**src/hdl/psh_pkg.sv**
```systemverilog
// Shared constants for the pair-sum histogram finder.
`default_nettype none

package psh_pkg;

   localparam int ValueBits          = 8;
   localparam int ValueRange         = 1 << ValueBits;
   localparam int TargetBits         = 9;
   localparam int MaxElementsDefault = 64;
   localparam int MaxResults         = 32;
   localparam int CsrAddrBits        = 3;
   localparam int CsrDataBits        = 32;

   localparam logic RegTargetSum = 1'b0;

endpackage

`default_nettype wire

```
**src/hdl/pair_sum_histogram_finder_core.sv**
```systemverilog
// Top level of the pair-sum finder: element store, count histogram and walk sequencer.
//
//   channel | direction | handshake          | payload
//   req     | in        | req_valid/stall    | element_value, last_element
//   rsp     | out       | rsp_valid/stall    | first_value, second_value, pair_found,
//           |           |                    | last_result
//   csr     | in/out    | APB psel/penable   | target_sum at byte address 0
//
// A stored element is written to the store, then its histogram count is incremented; an
// element past capacity is dropped. The last element starts the walk over the stored
// elements on the single histogram read port, then a clear pass zeroes their entries.
// After reset all 256 histogram entries are zeroed while req_stall is held high.
// Output stalls hold the walk only when a result waits.
`default_nettype none

module pair_sum_histogram_finder_core #(
   parameter int MAX_ELEMENTS = psh_pkg::MaxElementsDefault
) (
   input  wire logic                             clock,
   input  wire logic                             reset,

   input  wire logic                             req_valid,
   output logic                                  req_stall,
   input  wire logic [psh_pkg::ValueBits-1:0]    req_element_value,
   input  wire logic                             req_last_element,

   output logic                                  rsp_valid,
   input  wire logic                             rsp_stall,
   output logic      [psh_pkg::ValueBits-1:0]    rsp_first_value,
   output logic      [psh_pkg::ValueBits-1:0]    rsp_second_value,
   output logic                                  rsp_pair_found,
   output logic                                  rsp_last_result,

   input  wire logic                             csr_psel,
   input  wire logic                             csr_penable,
   input  wire logic                             csr_pwrite,
   input  wire logic [psh_pkg::CsrAddrBits-1:0]  csr_paddr,
   input  wire logic [psh_pkg::CsrDataBits-1:0]  csr_pwdata,
   output logic      [psh_pkg::CsrDataBits-1:0]  csr_prdata,
   output logic                                  csr_pready
);

   localparam int IdxW   = $clog2(MAX_ELEMENTS);
   localparam int CntW   = $clog2(MAX_ELEMENTS + 1);
   localparam int VW     = psh_pkg::ValueBits;
   localparam int TW     = psh_pkg::TargetBits;
   localparam int TakenW = $clog2(psh_pkg::MaxResults + 1);
   localparam logic [TakenW-1:0] TakenMax = TakenW'(psh_pkg::MaxResults);
   localparam logic [CntW-1:0]   CntMax   = CntW'(MAX_ELEMENTS);

   typedef enum logic [11:0] {
      ST_INIT     = 12'b0000_0000_0001,
      ST_IDLE     = 12'b0000_0000_0010,
      ST_LOAD_INC = 12'b0000_0000_0100,
      ST_WALK_RD  = 12'b0000_0000_1000,
      ST_WALK_E   = 12'b0000_0001_0000,
      ST_WALK_CE  = 12'b0000_0010_0000,
      ST_WALK_CC  = 12'b0000_0100_0000,
      ST_DEC_C    = 12'b0000_1000_0000,
      ST_PAIR     = 12'b0001_0000_0000,
      ST_FINISH   = 12'b0010_0000_0000,
      ST_CLR_RD   = 12'b0100_0000_0000,
      ST_CLR_WR   = 12'b1000_0000_0000
   } state_type;

   state_type          state_ff, state_in;
   logic [CntW-1:0]    count_ff, count_in;
   logic [CntW-1:0]    idx_ff, idx_in;
   logic [VW-1:0]      init_addr_ff, init_addr_in;
   logic [VW-1:0]      v_ff, v_in;
   logic               last_ff, last_in;
   logic [VW-1:0]      e_ff, e_in;
   logic [VW-1:0]      c_ff, c_in;
   logic [CntW-1:0]    ce_ff, ce_in;
   logic [CntW-1:0]    cc_ff, cc_in;
   logic               pend_valid_ff, pend_valid_in;
   logic [VW-1:0]      pend_e_ff, pend_e_in;
   logic [VW-1:0]      pend_c_ff, pend_c_in;
   logic [TakenW-1:0]  taken_ff, taken_in;
   logic [TW-1:0]      target_ff, target_in;

   logic               out_valid_ff, out_valid_in;
   logic [VW-1:0]      out_first_ff, out_first_in;
   logic [VW-1:0]      out_second_ff, out_second_in;
   logic               out_found_ff, out_found_in;
   logic               out_last_ff, out_last_in;

   logic               store_wr_en;
   logic [VW-1:0]      store_rd_data;
   logic               hist_wr_en;
   logic [VW-1:0]      hist_wr_addr;
   logic [CntW-1:0]    hist_wr_data;
   logic [VW-1:0]      hist_rd_addr;
   logic [CntW-1:0]    hist_rd_data;

   logic               req_accept;
   logic               out_free;
   logic               out_load;
   logic               store_full;
   logic [CntW-1:0]    idx_next;
   logic               walk_done;
   logic [TW:0]        diff;
   logic               c_in_range;
   logic               csr_write;

   psh_ram #(
      .WIDTH (VW),
      .DEPTH (MAX_ELEMENTS)
   ) u_store (
      .clock   (clock),
      .wr_en   (store_wr_en),
      .wr_addr (count_ff[IdxW-1:0]),
      .wr_data (req_element_value),
      .rd_addr (idx_ff[IdxW-1:0]),
      .rd_data (store_rd_data)
   );

   psh_ram #(
      .WIDTH (CntW),
      .DEPTH (psh_pkg::ValueRange)
   ) u_hist (
      .clock   (clock),
      .wr_en   (hist_wr_en),
      .wr_addr (hist_wr_addr),
      .wr_data (hist_wr_data),
      .rd_addr (hist_rd_addr),
      .rd_data (hist_rd_data)
   );

   assign req_stall   = (state_ff != ST_IDLE);
   assign req_accept  = req_valid && !req_stall;
   assign store_full  = (count_ff == CntMax);
   assign store_wr_en = req_accept && !store_full;
   assign out_free    = !out_valid_ff || !rsp_stall;
   assign idx_next    = idx_ff + CntW'(1);
   assign walk_done   = (idx_next == count_ff);
   assign diff        = {1'b0, target_ff} - {{(TW + 1 - VW){1'b0}}, e_ff};
   assign c_in_range  = (diff[TW:VW] == '0);

   assign csr_write   = csr_psel && csr_penable && csr_pwrite;
   assign csr_pready  = 1'b1;
   assign csr_prdata  = (csr_paddr[2] == psh_pkg::RegTargetSum)
                        ? {{(psh_pkg::CsrDataBits - TW){1'b0}}, target_ff} : '0;

   always_comb begin
      state_in      = state_ff;
      count_in      = count_ff;
      idx_in        = idx_ff;
      init_addr_in  = init_addr_ff;
      v_in          = v_ff;
      last_in       = last_ff;
      e_in          = e_ff;
      c_in          = c_ff;
      ce_in         = ce_ff;
      cc_in         = cc_ff;
      pend_valid_in = pend_valid_ff;
      pend_e_in     = pend_e_ff;
      pend_c_in     = pend_c_ff;
      taken_in      = taken_ff;
      target_in     = target_ff;
      out_load      = 1'b0;
      out_first_in  = out_first_ff;
      out_second_in = out_second_ff;
      out_found_in  = out_found_ff;
      out_last_in   = out_last_ff;
      hist_wr_en    = 1'b0;
      hist_wr_addr  = e_ff;
      hist_wr_data  = '0;
      hist_rd_addr  = e_ff;

      if (csr_write && (csr_paddr[2] == psh_pkg::RegTargetSum)) begin
         target_in = csr_pwdata[TW-1:0];
      end

      case (state_ff)
         ST_INIT: begin
            hist_wr_en   = 1'b1;
            hist_wr_addr = init_addr_ff;
            init_addr_in = init_addr_ff + VW'(1);
            if (init_addr_ff == '1) begin
               state_in = ST_IDLE;
            end
         end
         ST_IDLE: begin
            hist_rd_addr = req_element_value;
            if (req_accept) begin
               v_in    = req_element_value;
               last_in = req_last_element;
               idx_in  = '0;
               if (!store_full) begin
                  count_in = count_ff + CntW'(1);
                  state_in = ST_LOAD_INC;
               end else if (req_last_element) begin
                  state_in = ST_WALK_RD;
               end
            end
         end
         ST_LOAD_INC: begin
            hist_wr_en   = 1'b1;
            hist_wr_addr = v_ff;
            hist_wr_data = hist_rd_data + CntW'(1);
            state_in     = last_ff ? ST_WALK_RD : ST_IDLE;
         end
         ST_WALK_RD: begin
            state_in = ST_WALK_E;
         end
         ST_WALK_E: begin
            e_in         = store_rd_data;
            hist_rd_addr = store_rd_data;
            state_in     = ST_WALK_CE;
         end
         ST_WALK_CE: begin
            ce_in        = hist_rd_data;
            c_in         = diff[VW-1:0];
            hist_rd_addr = diff[VW-1:0];
            if ((hist_rd_data == '0) || !c_in_range) begin
               idx_in   = idx_next;
               state_in = walk_done ? ST_FINISH : ST_WALK_RD;
            end else begin
               state_in = ST_WALK_CC;
            end
         end
         ST_WALK_CC: begin
            cc_in = hist_rd_data;
            if ((hist_rd_data == '0) || ((e_ff == c_ff) && (ce_ff < CntW'(2)))) begin
               idx_in   = idx_next;
               state_in = walk_done ? ST_FINISH : ST_WALK_RD;
            end else begin
               hist_wr_en   = 1'b1;
               hist_wr_addr = e_ff;
               if (e_ff == c_ff) begin
                  hist_wr_data = ce_ff - CntW'(2);
                  state_in     = ST_PAIR;
               end else begin
                  hist_wr_data = ce_ff - CntW'(1);
                  state_in     = ST_DEC_C;
               end
            end
         end
         ST_DEC_C: begin
            hist_wr_en   = 1'b1;
            hist_wr_addr = c_ff;
            hist_wr_data = cc_ff - CntW'(1);
            state_in     = ST_PAIR;
         end
         ST_PAIR: begin
            if (taken_ff == TakenMax) begin
               idx_in   = idx_next;
               state_in = walk_done ? ST_FINISH : ST_WALK_RD;
            end else if (!pend_valid_ff || out_free) begin
               if (pend_valid_ff) begin
                  out_load      = 1'b1;
                  out_first_in  = pend_e_ff;
                  out_second_in = pend_c_ff;
                  out_found_in  = 1'b1;
                  out_last_in   = 1'b0;
               end
               pend_valid_in = 1'b1;
               pend_e_in     = e_ff;
               pend_c_in     = c_ff;
               taken_in      = taken_ff + TakenW'(1);
               idx_in        = idx_next;
               state_in      = walk_done ? ST_FINISH : ST_WALK_RD;
            end
         end
         ST_FINISH: begin
            if (out_free) begin
               out_load      = 1'b1;
               out_first_in  = pend_valid_ff ? pend_e_ff : '0;
               out_second_in = pend_valid_ff ? pend_c_ff : '0;
               out_found_in  = pend_valid_ff;
               out_last_in   = 1'b1;
               idx_in        = '0;
               state_in      = ST_CLR_RD;
            end
         end
         ST_CLR_RD: begin
            state_in = ST_CLR_WR;
         end
         ST_CLR_WR: begin
            hist_wr_en   = 1'b1;
            hist_wr_addr = store_rd_data;
            idx_in       = idx_next;
            if (walk_done) begin
               count_in      = '0;
               pend_valid_in = 1'b0;
               taken_in      = '0;
               state_in      = ST_IDLE;
            end else begin
               state_in = ST_CLR_RD;
            end
         end
         default: begin
            state_in = ST_INIT;
         end
      endcase

      if (out_load) begin
         out_valid_in = 1'b1;
      end else if (out_valid_ff && !rsp_stall) begin
         out_valid_in = 1'b0;
      end else begin
         out_valid_in = out_valid_ff;
      end
   end

   always_ff @(posedge clock) begin
      if (reset) begin
         state_ff      <= ST_INIT;
         count_ff      <= '0;
         idx_ff        <= '0;
         init_addr_ff  <= '0;
         pend_valid_ff <= 1'b0;
         taken_ff      <= '0;
         target_ff     <= '0;
         out_valid_ff  <= 1'b0;
      end else begin
         state_ff      <= state_in;
         count_ff      <= count_in;
         idx_ff        <= idx_in;
         init_addr_ff  <= init_addr_in;
         pend_valid_ff <= pend_valid_in;
         taken_ff      <= taken_in;
         target_ff     <= target_in;
         out_valid_ff  <= out_valid_in;
      end
   end

   always_ff @(posedge clock) begin
      v_ff          <= v_in;
      last_ff       <= last_in;
      e_ff          <= e_in;
      c_ff          <= c_in;
      ce_ff         <= ce_in;
      cc_ff         <= cc_in;
      pend_e_ff     <= pend_e_in;
      pend_c_ff     <= pend_c_in;
      out_first_ff  <= out_first_in;
      out_second_ff <= out_second_in;
      out_found_ff  <= out_found_in;
      out_last_ff   <= out_last_in;
   end

   assign rsp_valid        = out_valid_ff;
   assign rsp_first_value  = out_first_ff;
   assign rsp_second_value = out_second_ff;
   assign rsp_pair_found   = out_found_ff;
   assign rsp_last_result  = out_last_ff;

endmodule

`default_nettype wire

```
**src/hdl/psh_ram.sv**
```systemverilog
// Generic simple dual-port RAM with one write port and a registered read port.
`default_nettype none

module psh_ram #(
   parameter int WIDTH = 8,
   parameter int DEPTH = 64
) (
   input  wire logic                     clock,
   input  wire logic                     wr_en,
   input  wire logic [$clog2(DEPTH)-1:0] wr_addr,
   input  wire logic [WIDTH-1:0]         wr_data,
   input  wire logic [$clog2(DEPTH)-1:0] rd_addr,
   output logic      [WIDTH-1:0]         rd_data
);

   logic [WIDTH-1:0] mem_ff [DEPTH];
   logic [WIDTH-1:0] rd_data_ff;

   always_ff @(posedge clock) begin
      if (wr_en) begin
         mem_ff[wr_addr] <= wr_data;
      end
      rd_data_ff <= mem_ff[rd_addr];
   end

   assign rd_data = rd_data_ff;

endmodule

`default_nettype wire
```
**config.mk**
```make
export PLATFORM = sky130hd
export DESIGN_NAME = pair_sum_histogram_finder_core
export DESIGN_NICKNAME = d
export VERILOG_FILES = /design/src/hdl/psh_pkg.sv /design/src/hdl/pair_sum_histogram_finder_core.sv /design/src/hdl/psh_ram.sv
export SDC_FILE = /design/constraint.sdc
export NUM_CORES = 2
export LEC_CHECK = 0
export ABC_AREA = 1
export BUFFER_PORTS_ARGS = -buffer_cell sky130_fd_sc_hd__buf_2
export CAP_MARGIN = 10
export CORE_ASPECT_RATIO = 1.2
export CORE_UTILIZATION = 48
export DETAILED_ROUTE_END_ITERATION = 16
export GPL_TIMING_DRIVEN = 0
export HOLD_SLACK_MARGIN = 0.06
export PLACE_DENSITY = 0.68
export SETUP_SLACK_MARGIN = 0.15
export SLEW_MARGIN = 0
export SYNTH_ARGS = -nofsm -noshare
export SYNTH_HDL_FRONTEND = slang
export SYNTH_SLANG_ARGS = --single-unit
```
**constraint.sdc**
```tcl
create_clock -name clock -period 36.4 [get_ports clock]
set_clock_uncertainty 0.15 [all_clocks]
set_input_delay 1.82 -clock clock [delete_from_list [all_inputs] [get_ports clock]]
set_output_delay 1.82 -clock clock [all_outputs]
set_load 0.01 [all_outputs]
```
* Yosys cells after proc, flatten, opt, wreduce, memory -nomap -nowiden
Memories as Yosys holds them, arrays and structs flattened. A register that Yosys moved wholly into a read port is not among the register bits.
Cells that the tools add are included.
** Word-level totals
- Register bits after elaboration :: 124
- Latch bits :: 0
- RAM bits :: 2304
- ROM bits :: 0
- Input bits :: 51
- Logic and storage cells :: 170
- Memories kept :: 2
** Operators by class
- Add/subtract/negate cells :: 9
- Multiply operators :: 0
- Div/mod/pow operators :: 0
- $lt $le $gt $ge :: 1
- Eq/ne operators :: 30
- Shift-type cells :: 0
- Mux-type cells :: 74
- Bitwise logic cells :: 2
- Reduce and logical (&&, ||, !) cells :: 32
** Memories
- u_hist.mem_ff :: depth 256, width 7, rd ports 1, clocked after memory_dff 1, wr ports 1, RTL line psh_ram.sv:16 : logic [WIDTH-1:0] mem_ff [DEPTH];
- u_store.mem_ff :: depth 64, width 8, rd ports 1, clocked after memory_dff 1, wr ports 1, RTL line psh_ram.sv:16
** Operators with widths (number)
- 12-bit one-hot mux with 12 select lines :: 1
- 12-bit 2-to-1 mux :: 7
- 8-bit 2-to-1 mux :: 10
- 7-bit 2-to-1 mux :: 11
- 7-bit one-hot mux with 6 select lines :: 1
- 8-bit one-hot mux with 2 select lines :: 2
- 8-bit one-hot mux with 4 select lines :: 1
- 10-bit 2-to-1 mux :: 3
- 8-bit one-hot mux with 3 select lines :: 1
- 1-bit 2-to-1 mux :: 22
- 7-bit by 1-bit adder with 7-bit output (second input constant) :: 3
- 7-bit one-hot mux with 3 select lines :: 1
- 2-bit inequality test (second input constant) :: 10
- 6-bit 2-to-1 mux :: 3
- 9-bit 2-to-1 mux :: 2
- 7-bit one-hot mux with 2 select lines :: 1
- 7-bit by 1-bit subtractor with 7-bit output (second input constant) :: 2
- 12-bit by 1-bit == test with 1-bit output (second input constant) :: 1
- 12-bit by 10-bit == test with 1-bit output (second input constant) :: 1
- 12-bit by 11-bit == test with 1-bit output (second input constant) :: 1
- 12-bit == test (second input constant) :: 1
- 12-bit by 2-bit == test with 1-bit output (second input constant) :: 1
- 12-bit by 3-bit == test with 1-bit output (second input constant) :: 1
- 12-bit by 4-bit == test with 1-bit output (second input constant) :: 1
- other kinds (35) :: 60

* Depth between registers and ports, before layout
- Depth after elaboration :: 7
- Mapped depth :: 20
- Depth with buffers taken out :: 19

* By module
Synthesis repeated with hierarchy kept, for this count alone.
** Unflattened totals
- Cells, all modules :: 8920
- Area total of the unflattened synthesis :: 101618.7 um^2
** Modules (own cells, without submodules)
- psh_ram (u_hist) :: times used 1, cells an instance 6218, area an instance 73269.0 um^2, seq. area each 53951.7 um^2
- psh_ram (u_store) :: times used 1, cells an instance 1805, area an instance 21339.2 um^2, seq. area each 15534.9 um^2
- pair_sum_histogram_finder_core :: times used 1, cells an instance 897, area an instance 7010.5 um^2, seq. area each 3213.1 um^2

* Least setup slack after synthesis
OpenSTA, ideal clock, no wires.
- Path kind :: flip-flop to flip-flop
- Start :: register e_ff[7]
- End :: memory u_hist.mem_ff[0][6] (netlist bit), data pin
- Library setup time :: 2186 ps
- Data arrival time :: 11679 ps
- Data required time :: 34064 ps
- Path slack :: 22385 ps
- Cell stages (with the launch flop) :: 9
- Path buffers :: 0
- Period minus slack after synthesis :: 14015 ps
- Cell sequence :: edfxtp_1 > or2_2 > a221oi_1 > nand2_1 > inv_1 > nor2_1 > nor4_1 > a21oi_1 > o21ai_0
** Between the ends
- Longest elaborated chain between the ends :: 5
- Elaborated cells on any way between the ends :: 6
- Those cells by class :: eq/ne: 1; mux: 3; reduce/logical: 2
** Ends and longest elaborated chain
- from (decl) :: RTL line pair_sum_histogram_finder_core.sv:72 : logic [VW-1:0] e_ff, e_in;
- from (signal assigned) :: RTL line pair_sum_histogram_finder_core.sv:332 : e_ff <= e_in;
- 8-bit == test (*) :: RTL line pair_sum_histogram_finder_core.sv:225, pair_sum_histogram_finder_core.sv:231
- 1-bit logical AND :: RTL line pair_sum_histogram_finder_core.sv:225 : if ((hist_rd_data == '0) || ((e_ff == c_ff) && (ce_ff < CntW'(2)))) begin
- 1-bit logical OR :: RTL line pair_sum_histogram_finder_core.sv:225
- 7-bit 2-to-1 mux (*) :: RTL line pair_sum_histogram_finder_core.sv:225
- 7-bit one-hot mux with 3 select lines (*) :: RTL line pair_sum_histogram_finder_core.sv:175 : case (state_ff)
- via hist_wr_data[6] :: RTL line pair_sum_histogram_finder_core.sv:92 : logic [CntW-1:0] hist_wr_data;
- to (decl) :: RTL line psh_ram.sv:16
The timed path passes the listed nets; every way through them passes the cells marked *.

* Final worst setup path
- Start :: input port req_element_value[0] (netlist bit)
- End :: register u_hist.rd_data_ff[0] (netlist: u_hist.rd_data[0]) (read register of u_hist.mem_ff)
** Between the ends
- Longest elaborated chain between the ends :: 1
** Ends and longest elaborated chain
- from (decl) :: RTL line pair_sum_histogram_finder_core.sv:24 : input wire logic [psh_pkg::ValueBits-1:0] req_element_value,
- 8-bit one-hot mux with 3 select lines :: RTL line pair_sum_histogram_finder_core.sv:175
- to (decl) :: RTL line psh_ram.sv:17 : logic [WIDTH-1:0] rd_data_ff;
No other way between the ends.
A chain may end at the register's enable or synchronous reset.

==> out/metrics.yaml <==
synth-edff-count: 2377
grt_pass1_wl_mm: 519.3
post-route-period-util_pct: 17.00
powerDensity_nw_per_um2: 51.08
critical_path.top_delay_family: "simple AND/OR/NAND/NOR gates"
critPathRequiredTime_ns: 36.92
wl_mm: 370.0
synth_top_area_share_pct: 67.48
numCtsBuffers: 234
worstSetupEndpointType: "flip-flop"
netlist_top_cells_area: "edfxtp_1 (67%), nand3_1 (7.7%), nand2_1 (5.8%)"
die_x_um: 430.5
fin_setup_tns_ns: 0
critPathBufInv: 5
yosysTopAreaCell: "edfxtp_1"
syn_inst: 9443
cp.arrival_ns: 6.71
vias_per_cell: 5.953
antenna_found_initial: 10
placed_area_um2: 111500
gr-total-overflow: 0
layout.nets: 9908
nFillCells: 18410
grt_pass1_vias: 73390
drc: 0
row_count: 188
vdd.ir_drop.worst_mv: 0.05240
post-synth-top-count-cell: "edfxtp_1"
die-area_um2: 222300
synth_seq_area_share_pct: 68.73
crit_slowest_cell: "nand2_1"
cp_cell_sequence: "buf_2 > buf_12 > nand3_1 > nand2_1 > nor2_1 > nand2_1 > inv_1 > buf_2 > clkbuf_1 > nand2_1 > nand3_1 > nand3_1 > nand3_1 > nand3_1 > nand3_1 > nand3_1 > nand3_1 > nand2_1"
vias: 76850
clk_pin_slew_ns: 0.06
status: "complete, but fails checks"
setup_viol: 0
gp_congestion: 1.014
final_hold_viol_count: 0
cp_max_fo: 38
cts_root_buf: "clkbuf_16"
tritoncts: "yes"
utilization_pct: 54.66
leakage_nw: 43.87
htreeDepth: 4
yosysWarningCount: 0
dr.first_iter.drc_count: 10650
slew_violations: 5
critical_path.max_stage_delay_ns: 0.58
portBuffers: 53
hpwl_mm: 267.6
syn2layout_area_growth_pct: 13.05
synthDistinctLibCells: 48
insertion_delay_ns: 0.96
postCtsHoldBufs: 0
cts_resized: 0
max_cap_viol_count: 1
mappedNetlistArea_um2: 105800
synth_area_per_cell_um2: 11.20
grt_start_max_net_pins: 70
critPathKind: "input port to flip-flop"
post_cts_buffers: 0
violations: "max-capacitance violations, max-slew violations"
relSlewSlack_pct: -1.847
worst_slew_pin_slew_ns: 1.528
drt-pass1-iter-count: 7
antenna_left: 0
pin_count: 104
layout_min_cycle_time_ns: 6.190
synth_common_cells: "edfxtp_1 (2377), nand2_1 (1633), nand3_1 (1633)"
ys_ff_latch: 2443
fin_area_um2: 119600
cts.sinks: 2443
synthArstFlopShare_pct: 0
core_area_um2: 218800
track_usage_pct: 32.84
drive_above_1_share_pct: 9.131
min_path_type: "flip-flop to flip-flop"
critPathMostFrequentCell: "nand3_1"
ys.flop_type: "edfxtp_1"
critPathLaunchType: "input port"
drt-wirelength-per-cell_um: 28.67
rsz0062_at_grt: "false"
start_util_pct: 48.35
die_y_um: 516.2
fmax_mhz: 161.6
cts_max_path_buffers: 3
==> metal layers <==
layer  track usage [%]  share of wire [%]  wire length (um)  vias up
met5                 0             0.0081                30        -
met4             25.28                8.7             32380        6
met3             6.291                9.3             34260     1168
met2             53.28                 47            173300     4667
met1             38.70                 35            130100    37380
li1                  -                  -                 -    33630
==> cell usage in the layout (no fill, tap or decap), drive strengths merged, types with 30 or more instances in the layout <==
| cell type | count |
|---|---|
| clkbuf | 532 |
| bufinv | 30 |
| edfxtp | 2377 |
| nor3 | 33 |
| o21ai | 370 |
| nor2 | 740 |
| inv | 987 |
| nand2 | 1639 |
| nand3b | 529 |
| dfxtp | 66 |
| buf | 520 |
| a21oi | 53 |
| o211ai | 104 |
| clkinv | 120 |
| nand3 | 1647 |
| o22ai | 138 |
==> metrics by stage <==
step           worst slack, ns  power [mW]  instances  hold WS (ns)
2_1_floorplan            22.38       3.378       9465        0.2582
3_3_place_gp             3.483       3.603      12370        0.2970
3_5_place_dp             29.58       3.613      12440        0.3036
4_1_cts                  30.52       6.082      12890        0.3152
5_1_grt                  30.31       6.223      12900        0.3344
6_report                 30.21       6.108      12910        0.3145
==> path summary, 6_finish.rpt <==
check | start | end | slack (ns) | cells past startpoint
worst max-delay path | req_element_value[0] | u_hist.rd_data[0] | 30.21 | 18
worst min-delay path | u_store.rd_data[6] | e_ff[6] | 0.31 | 0
worst max register to register | state_ff[1] | u_hist.mem_ff[145][0] | 30.60 | 12
worst min register to register | u_store.rd_data[6] | e_ff[6] | 0.31 | 0
==> state kept, by name (all words and copies together) (netlist names), 6 cells and up <==
signal,count
v_ff,8
count_ff,7
u_hist.mem_ff,1792
state_ff,12
idx_ff,7
pend_c_ff,8
u_store.rd_data,8
c_ff,8
taken_ff,6
ce_ff,7
e_ff,8
cc_ff,7
target_ff,9
pend_e_ff,8
u_hist.rd_data,7
u_store.mem_ff,512
rsp_first_value,8
rsp_second_value,8
init_addr_ff,8
==> kinds of logic after synthesis <==
| group | synth area share [%] |
|---|---|
| AO/OA/AOI/OAI | 3.997 |
| XOR/XNOR | 0.1904 |
| adder cells (fa/ha/maj) | 0.2555 |
| buffers and inverters | 6.325 |
| flip-flops | 68.73 |
| other | 0.007100 |
| AND/OR/NAND/NOR | 20.50 |
==> worst reg2reg max path, delay by kind of cell (launching register included) <==
| kind | cells | cell delay, ns |
|---|---|---|
| compound gates | 2 | 0.66 |
| buf+inv | 2 | 1.35 |
| flops | 1 | 0.38 |
| simple gates | 8 | 2.88 |
==> power breakdown <==
| group | total (mW) | switching [mW] | internal [mW] |
|---|---|---|---|
| sequential | 3.10 | 0.0102 | 3.08 |
| clock | 2.53 | 1.12 | 1.41 |
| combinational | 0.484 | 0.389 | 0.0944 |
| total | 6.11 | 1.52 | 4.59 |
==> area by class of cell <==
| cell class | instances | area [um^2] | area share, % |
|---|---|---|---|
| diodes | 16 | 40.04 | 0.03348 |
| inverters | 983 | 3690 | 3.086 |
| flip-flops and latches | 2443 | 72700 | 60.79 |
| plain buffers | 634 | 3005 | 2.513 |
| repair buffers | 135 | 2034 | 1.701 |
| multi-input cells | 5405 | 26590 | 22.24 |
| clock buffers | 283 | 6080 | 5.084 |
| well taps | 2850 | 3566 | 2.982 |
| clock inverters | 160 | 1876 | 1.568 |
Note: power is estimated with default switching activity, not from simulation.
